==> src/rtl/lr_pkg.sv <==
// Shared types and constants for the line rasterizer.
// No dependencies; used by every module of the block.
`timescale 1ns / 1ps

package lr_pkg;

  localparam int COORD_W          = 8;
  localparam int COLOR_W          = 16;
  localparam int PIX_W            = 6;
  localparam int ADDR_W           = 12;
  localparam int ERR_W            = 12;
  localparam int RESULT_LIMIT     = 64;
  localparam int CNT_W            = $clog2(RESULT_LIMIT);
  localparam int CANVAS_WIDTH_DEF  = 64;
  localparam int CANVAS_HEIGHT_DEF = 64;
  localparam int IN_DATA_W        = 4 * COORD_W + COLOR_W;
  localparam int OUT_DATA_W       = 2 * PIX_W + ADDR_W + COLOR_W;

  typedef struct packed {
    logic signed [COORD_W-1:0] x0;
    logic signed [COORD_W-1:0] y0;
    logic signed [COORD_W-1:0] x1;
    logic signed [COORD_W-1:0] y1;
    logic signed [ERR_W-1:0]   dx;
    logic signed [ERR_W-1:0]   dy;
    logic signed [ERR_W-1:0]   err;
    logic                      sx_neg;
    logic                      sy_neg;
    logic [COLOR_W-1:0]        color;
  } lr_cmd_t;

endpackage

==> src/rtl/line_rasterizer.sv <==
// Line rasterizer top level: front end, command queue and line walker.
// Depends on lr_pkg, lr_front, lr_cmd_fifo and lr_walker.
//
// Input channel (in_*): one line command per item, signed start and end
// points plus an RGB565 color. Output channel (out_*): one pixel write per
// visible point, out_tlast set on the final visible pixel of the line.
// Points off the canvas are dropped; a line with no visible point yields
// no item.
// A queued command is loaded by the walker from the idle state, and its
// first point is walked in the walk state that follows. A visible point is
// held in the pending register until the next visible point is walked or
// the line ends, and is then registered onto out_tvalid. Throughput: one
// walked point per cycle in the walker loop while the output is not stalled,
// and at most RESULT_LIMIT pixels are written per line.
// The front end keeps accepting commands until the queue holds two.
// When the receiver stalls, the walker holds on the next visible point
// and the queue fills, dropping in_tready.
// Reset (rst_n, synchronous, active low) empties the queue and the walker.
`timescale 1ns / 1ps

module line_rasterizer #(
  parameter int CANVAS_WIDTH  = lr_pkg::CANVAS_WIDTH_DEF,
  parameter int CANVAS_HEIGHT = lr_pkg::CANVAS_HEIGHT_DEF
) (
  input  logic                          clk,
  input  logic                          rst_n,
  input  logic                          in_tvalid,
  output logic                          in_tready,
  // start_x[7:0], start_y[15:8], end_x[23:16], end_y[31:24], color[47:32]
  input  logic [lr_pkg::IN_DATA_W-1:0]  in_tdata,
  output logic                          out_tvalid,
  input  logic                          out_tready,
  // pixel_x[5:0], pixel_y[11:6], pixel_address[23:12], pixel_color[39:24]
  output logic [lr_pkg::OUT_DATA_W-1:0] out_tdata,
  output logic                          out_tlast
);

  logic            wr_en, fifo_full, fifo_empty, fifo_rd;
  lr_pkg::lr_cmd_t wr_cmd, rd_cmd;

  lr_front u_front (
    .in_tvalid (in_tvalid),
    .in_tready (in_tready),
    .in_tdata  (in_tdata),
    .fifo_full (fifo_full),
    .wr_en     (wr_en),
    .wr_cmd    (wr_cmd)
  );

  lr_cmd_fifo u_fifo (
    .clk    (clk),
    .rst_n  (rst_n),
    .wr_en  (wr_en),
    .wr_cmd (wr_cmd),
    .full   (fifo_full),
    .rd_en  (fifo_rd),
    .empty  (fifo_empty),
    .rd_cmd (rd_cmd)
  );

  lr_walker #(
    .CANVAS_WIDTH  (CANVAS_WIDTH),
    .CANVAS_HEIGHT (CANVAS_HEIGHT)
  ) u_walker (
    .clk        (clk),
    .rst_n      (rst_n),
    .fifo_empty (fifo_empty),
    .fifo_cmd   (rd_cmd),
    .fifo_rd    (fifo_rd),
    .out_tvalid (out_tvalid),
    .out_tready (out_tready),
    .out_tdata  (out_tdata),
    .out_tlast  (out_tlast)
  );

endmodule

==> src/rtl/lr_front.sv <==
// Command front end: unpacks a line command and sets up the Bresenham terms.
// Depends on lr_pkg; feeds lr_cmd_fifo.
`timescale 1ns / 1ps

module lr_front (
  input  logic                         in_tvalid,
  output logic                         in_tready,
  input  logic [lr_pkg::IN_DATA_W-1:0] in_tdata,
  input  logic                         fifo_full,
  output logic                         wr_en,
  output lr_pkg::lr_cmd_t              wr_cmd
);

  logic signed [lr_pkg::COORD_W-1:0] x0, y0, x1, y1;
  logic signed [lr_pkg::ERR_W-1:0]   x0e, y0e, x1e, y1e;
  logic signed [lr_pkg::ERR_W-1:0]   adx, ady;

  assign x0 = in_tdata[7:0];
  assign y0 = in_tdata[15:8];
  assign x1 = in_tdata[23:16];
  assign y1 = in_tdata[31:24];

  assign x0e = lr_pkg::ERR_W'(x0);
  assign y0e = lr_pkg::ERR_W'(y0);
  assign x1e = lr_pkg::ERR_W'(x1);
  assign y1e = lr_pkg::ERR_W'(y1);

  assign adx = (x1 > x0) ? (x1e - x0e) : (x0e - x1e);
  assign ady = (y1 > y0) ? (y1e - y0e) : (y0e - y1e);

  assign in_tready = !fifo_full;
  assign wr_en     = in_tvalid && !fifo_full;

  always_comb begin
    wr_cmd.x0     = x0;
    wr_cmd.y0     = y0;
    wr_cmd.x1     = x1;
    wr_cmd.y1     = y1;
    wr_cmd.dx     = adx;
    wr_cmd.dy     = -ady;
    wr_cmd.err    = adx - ady;
    wr_cmd.sx_neg = !(x0 < x1);
    wr_cmd.sy_neg = !(y0 < y1);
    wr_cmd.color  = in_tdata[47:32];
  end

endmodule

==> src/rtl/lr_cmd_fifo.sv <==
// Two-entry command queue between the front end and the line walker.
// Depends on lr_pkg for the command type.
`timescale 1ns / 1ps

module lr_cmd_fifo (
  input  logic            clk,
  input  logic            rst_n,
  input  logic            wr_en,
  input  lr_pkg::lr_cmd_t wr_cmd,
  output logic            full,
  input  logic            rd_en,
  output logic            empty,
  output lr_pkg::lr_cmd_t rd_cmd
);

  lr_pkg::lr_cmd_t mem_r [2];
  logic            wr_ptr_r, rd_ptr_r;
  logic [1:0]      count_r;

  assign full   = (count_r == 2'd2);
  assign empty  = (count_r == 2'd0);
  assign rd_cmd = mem_r[rd_ptr_r];

  always_ff @(posedge clk) begin
    if (wr_en) begin
      mem_r[wr_ptr_r] <= wr_cmd;
    end
  end

  always_ff @(posedge clk) begin
    if (!rst_n) begin
      wr_ptr_r <= 1'b0;
      rd_ptr_r <= 1'b0;
      count_r  <= 2'd0;
    end else begin
      if (wr_en) wr_ptr_r <= !wr_ptr_r;
      if (rd_en) rd_ptr_r <= !rd_ptr_r;
      unique case ({wr_en, rd_en})
        2'b10:   count_r <= count_r + 2'd1;
        2'b01:   count_r <= count_r - 2'd1;
        default: count_r <= count_r;
      endcase
    end
  end

endmodule

==> src/rtl/lr_walker.sv <==
// Line walker: one Bresenham step per cycle unless the output stalls, canvas clip,
// one-pixel lookahead so the last visible pixel can be marked. Depends on lr_pkg.
`timescale 1ns / 1ps

module lr_walker #(
  parameter int CANVAS_WIDTH  = lr_pkg::CANVAS_WIDTH_DEF,
  parameter int CANVAS_HEIGHT = lr_pkg::CANVAS_HEIGHT_DEF
) (
  input  logic                          clk,
  input  logic                          rst_n,
  input  logic                          fifo_empty,
  input  lr_pkg::lr_cmd_t               fifo_cmd,
  output logic                          fifo_rd,
  output logic                          out_tvalid,
  input  logic                          out_tready,
  output logic [lr_pkg::OUT_DATA_W-1:0] out_tdata,
  output logic                          out_tlast
);

  localparam int PROD_W = 17;

  typedef enum logic [1:0] {ST_IDLE, ST_WALK, ST_FLUSH} state_t;

  state_t                            state_r;
  lr_pkg::lr_cmd_t                   cmd_r;
  logic signed [lr_pkg::COORD_W-1:0] x_r, y_r;
  logic signed [lr_pkg::ERR_W-1:0]   err_r;
  logic [lr_pkg::CNT_W-1:0]          cnt_r;
  logic                              pend_valid_r;
  logic [lr_pkg::COORD_W-1:0]        pend_x_r, pend_y_r;
  logic                              out_valid_r;
  logic                              out_last_r;
  logic [lr_pkg::OUT_DATA_W-1:0]     out_data_r;

  logic                              can_push, visible, done, stall, push, push_last;
  logic                              step_x, step_y;
  logic signed [lr_pkg::ERR_W:0]     e2;
  logic signed [lr_pkg::ERR_W-1:0]   err_nxt;
  logic signed [9:0]                 xs, ys;
  logic [PROD_W-1:0]                 addr_full;

  assign can_push = !out_valid_r || out_tready;
  assign xs       = 10'(x_r);
  assign ys       = 10'(y_r);
  assign visible  = (xs >= 0) && (xs < $signed(10'(CANVAS_WIDTH))) &&
                    (ys >= 0) && (ys < $signed(10'(CANVAS_HEIGHT)));
  assign done     = (x_r == cmd_r.x1) && (y_r == cmd_r.y1);
  assign stall    = visible && pend_valid_r && !can_push;

  assign e2      = {err_r, 1'b0};
  assign step_x  = e2 >= (lr_pkg::ERR_W + 1)'(cmd_r.dy);
  assign step_y  = e2 <= (lr_pkg::ERR_W + 1)'(cmd_r.dx);
  assign err_nxt = err_r + (step_x ? cmd_r.dy : '0) + (step_y ? cmd_r.dx : '0);

  assign fifo_rd = (state_r == ST_IDLE) && !fifo_empty;

  always_comb begin
    push      = 1'b0;
    push_last = 1'b0;
    unique case (state_r)
      ST_WALK:  push = !stall && visible && pend_valid_r;
      ST_FLUSH: begin
        push      = pend_valid_r && can_push;
        push_last = 1'b1;
      end
      default:  push = 1'b0;
    endcase
  end

  assign addr_full = PROD_W'(pend_y_r) * PROD_W'(CANVAS_WIDTH) + PROD_W'(pend_x_r);

  always_ff @(posedge clk) begin
    if (!rst_n) begin
      state_r      <= ST_IDLE;
      pend_valid_r <= 1'b0;
      out_valid_r  <= 1'b0;
      out_last_r   <= 1'b0;
      out_data_r   <= '0;
      cnt_r        <= '0;
    end else begin
      if (push) begin
        out_valid_r <= 1'b1;
        out_last_r  <= push_last;
        out_data_r  <= {cmd_r.color, addr_full[lr_pkg::ADDR_W-1:0],
                        pend_y_r[lr_pkg::PIX_W-1:0], pend_x_r[lr_pkg::PIX_W-1:0]};
      end else if (out_tready) begin
        out_valid_r <= 1'b0;
      end
      unique case (state_r)
        ST_IDLE: begin
          if (!fifo_empty) begin
            cmd_r        <= fifo_cmd;
            x_r          <= fifo_cmd.x0;
            y_r          <= fifo_cmd.y0;
            err_r        <= fifo_cmd.err;
            cnt_r        <= '0;
            pend_valid_r <= 1'b0;
            state_r      <= ST_WALK;
          end
        end
        ST_WALK: begin
          if (!stall) begin
            if (visible) begin
              pend_valid_r <= 1'b1;
              pend_x_r     <= x_r;
              pend_y_r     <= y_r;
              cnt_r        <= cnt_r + 1'b1;
            end
            if (done || (visible && (cnt_r == lr_pkg::CNT_W'(lr_pkg::RESULT_LIMIT - 1)))) begin
              state_r <= ST_FLUSH;
            end else begin
              if (step_x) x_r <= cmd_r.sx_neg ? x_r - 1'b1 : x_r + 1'b1;
              if (step_y) y_r <= cmd_r.sy_neg ? y_r - 1'b1 : y_r + 1'b1;
              err_r <= err_nxt;
            end
          end
        end
        ST_FLUSH: begin
          if (!pend_valid_r || can_push) begin
            pend_valid_r <= 1'b0;
            state_r      <= ST_IDLE;
          end
        end
        default: state_r <= ST_IDLE;
      endcase
    end
  end

  assign out_tvalid = out_valid_r;
  assign out_tdata  = out_data_r;
  assign out_tlast  = out_last_r;

  a_idle_no_pending: assert property (@(posedge clk) disable iff (!rst_n)
    (state_r == ST_IDLE) |-> !pend_valid_r)
    else $error("pending pixel left over in idle");

  a_pop_starts_walk: assert property (@(posedge clk) disable iff (!rst_n)
    fifo_rd |=> (state_r == ST_WALK))
    else $error("command pop did not start a walk");

  a_out_from_pending: assert property (@(posedge clk) disable iff (!rst_n)
    $rose(out_valid_r) |-> $past(pend_valid_r))
    else $error("output raised without a pending pixel");

  a_last_from_flush: assert property (@(posedge clk) disable iff (!rst_n)
    ($rose(out_valid_r) && out_last_r) |-> ($past(state_r) == ST_FLUSH))
    else $error("last pixel marked outside flush");

endmodule

==> config.mk <==
export PLATFORM = sky130hd
export DESIGN_NAME = line_rasterizer
export DESIGN_NICKNAME = d
export VERILOG_FILES = /design/src/rtl/lr_pkg.sv /design/src/rtl/line_rasterizer.sv /design/src/rtl/lr_front.sv /design/src/rtl/lr_cmd_fifo.sv /design/src/rtl/lr_walker.sv
export SDC_FILE = /design/constraint.sdc
export NUM_CORES = 1
export LEC_CHECK = 0
export BUFFER_PORTS_ARGS = -buffer_cell sky130_fd_sc_hd__buf_2
export CORE_ASPECT_RATIO = 0.7
export CORE_MARGIN = 4
export CORE_UTILIZATION = 35
export CTS_BUF_LIST = sky130_fd_sc_hd__clkbuf_8
export DETAILED_ROUTE_END_ITERATION = 12
export GPL_TIMING_DRIVEN = 0
export PLACE_DENSITY = 0.6
export SYNTH_ARGS = -nofsm -noshare
export SYNTH_HDL_FRONTEND = slang
export SYNTH_HIERARCHICAL = 1
export SYNTH_SLANG_ARGS = --single-unit
==> constraint.sdc <==
create_clock -name clk -period 15.7 [get_ports clk]
set_input_delay 3.14 -clock clk [delete_from_list [all_inputs] [get_ports clk]]
set_output_delay 3.14 -clock clk [all_outputs]
set_load 0.02 [all_outputs]
### Word-level counts from Yosys, hierarchy flattened

Memory sizes are Yosys's and may differ from the RTL's. A register that Yosys moved wholly into a read port is not among the register bits.
Cells that the tools add are included.

* bits in registers: 155
* memory bits (writable): 172
* input bits: 52
* word-level logic and storage cells: 148
* memories: 1

Memories
* u_fifo.mem_r: depth 2, bits a word 86, read ports 1, clocked after memory_dff 1, write ports 1, RTL line lr_cmd_fifo.sv:16 `lr_pkg::lr_cmd_t mem_r [2];`

* add/sub/neg operators: 16
* order comparisons: 10
* eq/ne operators: 16
* multiplexer cells: 43
* bitwise operators: 2
* reductions and logical operators: 39

Operators by type and width (count)
* $mux W12: 7
* $mux W8: 10
* $sub A8 B8 Y9: 4
* $pmux W8 S2: 2
* $add A12 B12 Y12: 2
* $pmux W12 S2: 1
* $mux W6: 3
* $add A8 B1 Y8 const B: 2
* $eq A8 B8 Y1: 2
* $ge A8 B1 Y1 const B: 2
* $gt A8 B8 Y1: 2
* $lt A8 B8 Y1: 2
* $lt A8 B8 Y1 const B: 2
* $sub A8 B1 Y8 const B: 2
* $ge A13 B12 Y1: 1
* $le A13 B12 Y1: 1
* $add A12 B8 Y12: 1
* $logic_and A1 B1 Y1: 12
* $neg A12 Y12: 1
* $pmux W6 S2: 1
* $reduce_and A4 Y1: 3
* $reduce_and A6 Y1: 2
* $sub A12 B12 Y12: 1
* $mux W1: 11
* other kinds (21): 49

### Logic depth before layout (Yosys ltp)

* depth after elaboration: 11
* depth in mapped cells: 20

### Hierarchy

The synthesis kept the hierarchy.

Modules (own cells, without submodules)
* lr_walker: times used 1, cells each 649, area each 7538.5 µm²
* lr_cmd_fifo: times used 1, cells each 290, area each 6581.3 µm²
* lr_front: times used 1, cells each 335, area each 2491.1 µm²

### Least setup slack after synthesis

No wires, ideal clock.

* kind: input to register
* from: input in_tvalid
* to: memory u_fifo/mem_r[0][0] in the netlist's numbering (enable)
* library setup time: 0.532 ns
* arrival: 6.999 ns
* data required time: 15.168 ns
* slack: 8.169 ns
* stages: 3
* path buffers: 0
* cell sequence: nor2b_1 -> inv_1 -> nor2_1

* cells in the longest elaborated chain, start to end: 3

Ends and longest elaborated chain
* start, declared: RTL line line_rasterizer.sv:27 `input logic in_tvalid,`
* $logic_and A1 B1 Y1: RTL line lr_front.sv:32 `assign wr_en = in_tvalid && !fifo_full;`
* $mux W1: RTL line lr_cmd_fifo.sv:25 `if (wr_en) begin`
* $mux W1 (not written as such): RTL line lr_cmd_fifo.sv:26 `mem_r[wr_ptr_r] <= wr_cmd;`
* end, declared: RTL line lr_cmd_fifo.sv:16

No other way between the ends.

==> summary.md <==
| Metric | Value |
|---|---|
| Antenna-violating nets left | 0 |
| Final WS setup | 9.351 ns |
| Ys flop type | edfxtp_1 |
| Pin count of the biggest net entering global routing | 59 |
| CTS root buf | clkbuf_8 |
| Post-CTS Resized | 0 |
| Postcts setup bufs | 0 |
| Die Width | 268.4 um |
| Area share of fa/ha/maj cells after synthesis | 0.09649 |
| Area leader, netlist | edfxtp_1 |
| Initial antenna violation count | 0 |
| Max Buffers Root-to-Sink | 3 |
| Fin nets | approximately 1600 |
| Die Y | 190.3 um |
| TritonCTS Sinks | about 320 |
| Port bufs | 78 |
| Combinational power share | 0.418 |
| DP HPWL | about 27000 um |
| Dominant cells by area after synthesis | edfxtp_1 49%, ha_1 7.2%, dfxtp_1 6.0% |
| Post-synthesis mux area share | 0.09551 |
| R2r setup slk | 10.59 ns |
| H-tree levels | 2 |
| Max Cap Viol | 0 |
| Simple-gate portion of the synthesized area | 0.06726 |
| DR WL/cell | between 15 and 20 um |
| P_int | 2.123 mW |
| DRC viols | 0 |
| Worst setup startpoint | in_tdata[2] |
| Clk pwr share | 0.206 |
| Relative slew slack | 0.3562 |
| Fin crit share | 0.4044 |
| CTS tree | done |
| Compound-Gate Fraction of Synth Area | 0.08421 |
| Hold depth | 2 |
| Hold EP | u_walker/out_tdata[36]$_SDFFE_PN0P_ |
| Row count | 66 |
| Fraction of registers with async set/reset | 0 |
| Synthesized area | 16610 um2 |
| Total Wirelength | 37330 um |
| GPL Wtd Cong | 0.8981 |
| Gate count after technology mapping | between 1000 and 1500 |
| Total global-route track usage | 0.1466 |
| Worst hold margin | between 0.4 and 0.5 ns |
| WS Path Type | primary input to flop |
| Pleak | 7.524 nW |
| Flops & latches, synth | 322 |
| # IOs | 95 |
| HP Start | u_walker/out_tdata[36]$_SDFFE_PN0P_ |
| Post-CTS Hold Buffers | 0 |
| Outcome | finished, final reports clean |
| Global-route wire length before repair | 57780 um |
| Setup-failing EPs final | 0 |
| Filler cell count in the final layout | about 4300 |
| Arrival @ worst endpoint | 6.65 ns |
| Clk_skew | ~0.032 ns |
| Number of global-route vias before repair | 10060 |
| Startpoint class of the critical path | primary input |
| Worst reg2reg path startpoint | u_walker/err_r[7]$_DFFE_PP_ |
| Post-synth EDFFs | around 270 |
| Avg Cell Area, Syn | 13.04 um2 |
| Core box area | between 40000 and 50000 um2 |
| Commonest cells after routing, fill and taps aside | 272 x edfxtp_1, 120 x inv_1, 102 x nand2_1 |
| Post-Synth XOR/XNOR Area | 0.04241 |
| Initial Util | 0.3560 |
| Synth top area share | 0.4917 |
| Die area | 51070 um2 |
| Critical path peak fanout | 9 |
| Fin. Hold Viols | 0 |
| Clock transition at path regs | 0.06 ns |
| Largest family of logic cells by synthesized area | adder cells |
| Share of layout cells above drive strength 1 | 0.2507 |
| Syn_nets | 1440 |
| Initial DRC count | 878 |
| Sw frac | 0.3553 |
| Drt via density | just under 5 |
| Most common cell after layout, fill and taps aside | edfxtp_1 |
| Hold Path Class | flop to flop |
| Seq/Total Area, Yosys | 0.5520 |
| Final Max Slew Viols | 0 |
| Flop pwr share | 0.376 |
| Congestion Overflow GR | 0 |
| Num CTS Buffers | 50 |
| Worst-skew pair later-pin latency | 0.60 ns |
| Worst-Margin Slew | between 0.9 and 1 ns |
| Detailed-route via count | 9997 |
| Synth-to-Final Area Change | 13.38% |
| Tmin final | 6.349 ns |
| Peak supply drop | 0.08510 mV |
| Crit. End Element | flop |
| Worst r2r dst | u_walker/err_r[11]$_DFFE_PP_ |
| Pre-CTS WS | 8.816 ns |
| Switching power | 1.170 mW |
| Pre-Repair DR Iteration Count | 6 |
| Pwr/cell area | 174.9 nW/um2 |
| Setup TNS Final | 0 ns |
| Synthesis Warnings | 6 |
| Worst R2R Path Depth | 19 |
| Req. time, crit path | 16.00 ns |
| Fmax achieved | 157.5 MHz |
| Unrepaired setup endpoints after global routing | false |
| Unique masters post-synth | a little under 80 |
[power by group through the flow]
| stage | Clock (mW) | Sequential (mW) | Combinational (mW) |
|---|---|---|---|
| after floorplan | 0 | 1.23 | 1.03 |
| after global placement | 0 | 1.27 | 1.32 |
| after detailed placement | 0 | 1.26 | 1.36 |
| after CTS | 0.704 | 1.24 | 1.37 |
| after global routing | 0.747 | 1.25 | 1.53 |
| final | 0.678 | 1.24 | 1.38 |
[layer usage]
| metal | track usage | routed length (um) | vias up |
|---|---|---|---|
| met1 | 0.2243 | 19110 | 4917 |
| met3 | 0.02593 | 1918 | 50 |
| met5 | 0 | 0 | - |
| li1 | - | - | 4788 |
| met2 | 0.2161 | 15710 | 242 |
| met4 | 0.03456 | 584 | 0 |
[cell usage after synthesis (4+ instances only)]
library cell,instances
nor3_1,5
a211o_1,4
o21a_1,8
a21oi_1,51
a21boi_1,22
nor2b_1,17
o211ai_1,4
o211a_1,6
and2_1,10
or3_1,4
dfxtp_1,50
mux2i_1,19
edfxtp_1,272
nand2_1,102
fa_1,19
nor2_1,49
clkbuf_1,11
a31oi_1,4
nand4_1,13
xnor2_1,55
o21bai_1,7
o21ai_0,26
and3_1,5
mux2_4,41
a21o_1,19
mux2_2,67
buf_2,10
inv_1,108
buf_4,59
xor2_1,21
nand3_1,9
ha_1,95
a21boi_0,11
buf_6,6
[how the worst max path moves through the flow]
| stage | to | slack, ns | cells past startpoint |
|---|---|---|---|
| 2_1_floorplan | u_fifo/mem_r[0][0]$_DFFE_PP_ | 8.17 | 3 |
| 3_3_place_gp | u_fifo/mem_r[0][58]$_DFFE_PP_ | 5.23 | 4 |
| 3_5_place_dp | u_fifo/mem_r[1][28]$_DFFE_PP_ | 8.82 | 13 |
| 4_1_cts | u_fifo/mem_r[0][28]$_DFFE_PP_ | 9.47 | 13 |
| 5_1_grt | u_fifo/mem_r[1][28]$_DFFE_PP_ | 9.16 | 13 |
| 6_report | u_fifo/mem_r[1][28]$_DFFE_PP_ | 9.35 | 13 |
[through the flow]
| step | instance area [um2] | instances | total power [mW] | util |
|---|---|---|---|---|
| floorplan | 16610 | 1274 | 2.260 | - |
| global placement | 17770 | 1964 | 2.590 | 0.3808 |
| detailed placement | 17870 | 1968 | 2.617 | 0.3829 |
| CTS | 18830 | 2060 | 3.317 | 0.4036 |
| global route | 18830 | 2060 | 3.527 | 0.4036 |
| finish | 18830 | 2061 | 3.293 | 0.4036 |
[cell families (layout without fill, tap and decap cells)]
| logic type | count (synthesis) | in the layout |
|---|---|---|
| AOI/OAI and AO/OA | 196 | 196 |
| xor gates and xnor gates | 78 | 78 |
| adders and majority gates | 117 | 117 |
| buffers and inverters | 198 | 372 |
| DFF | 322 | 322 |
| muxes | 128 | 128 |
| other | 0 | 1 |
| and+or+nand+nor | 235 | 235 |
[worst max-delay path: stages]
cell,delay (ns)
buf_2,0.11
inv_1,0.05
ha_1,0.28
buf_4,0.16
a211o_1,0.26
a221o_2,0.39
o211ai_4,0.36
mux2i_1,0.28
xor2_1,0.66
a221oi_1,0.26
a221o_2,0.40
a21boi_0,0.16
o21ai_0,0.15
[sequential cells by signal, summed over array words and instances, names as in the netlist, 2 cells and up, named ones only]
| name | flops |
|---|---|
| u_walker/cmd_r | 58 |
| u_fifo/mem_r | 172 |
| u_walker/err_r | 12 |
| u_walker/x_r | 8 |
| u_walker/pend_x_r | 8 |
| u_walker/out_tdata | 34 |
| u_walker/cnt_r | 6 |
| u_walker/y_r | 8 |
| u_fifo/count_r | 2 |
| u_walker/state_r | 2 |
| u_walker/pend_y_r | 6 |
[final cells by class]
cell class / count / area (um2) / share of cell area
Clock inverter: 35 / 178.9 / 0.009500
Buffer: 89 / 623.1 / 0.03309
Inverter: 109 / 409.1 / 0.02172
Sequential cell: 322 / 9169 / 0.4868
Clock buffer: 57 / 784.5 / 0.04166
Multi-Input combinational cell: 754 / 6422 / 0.3410
Tap cell: 612 / 765.7 / 0.04066
Antenna cell: 1 / 2.502 / 0.0001329
Timing Repair Buffer: 82 / 478.0 / 0.02538
Note: power is estimated with default switching activity, not from simulation.
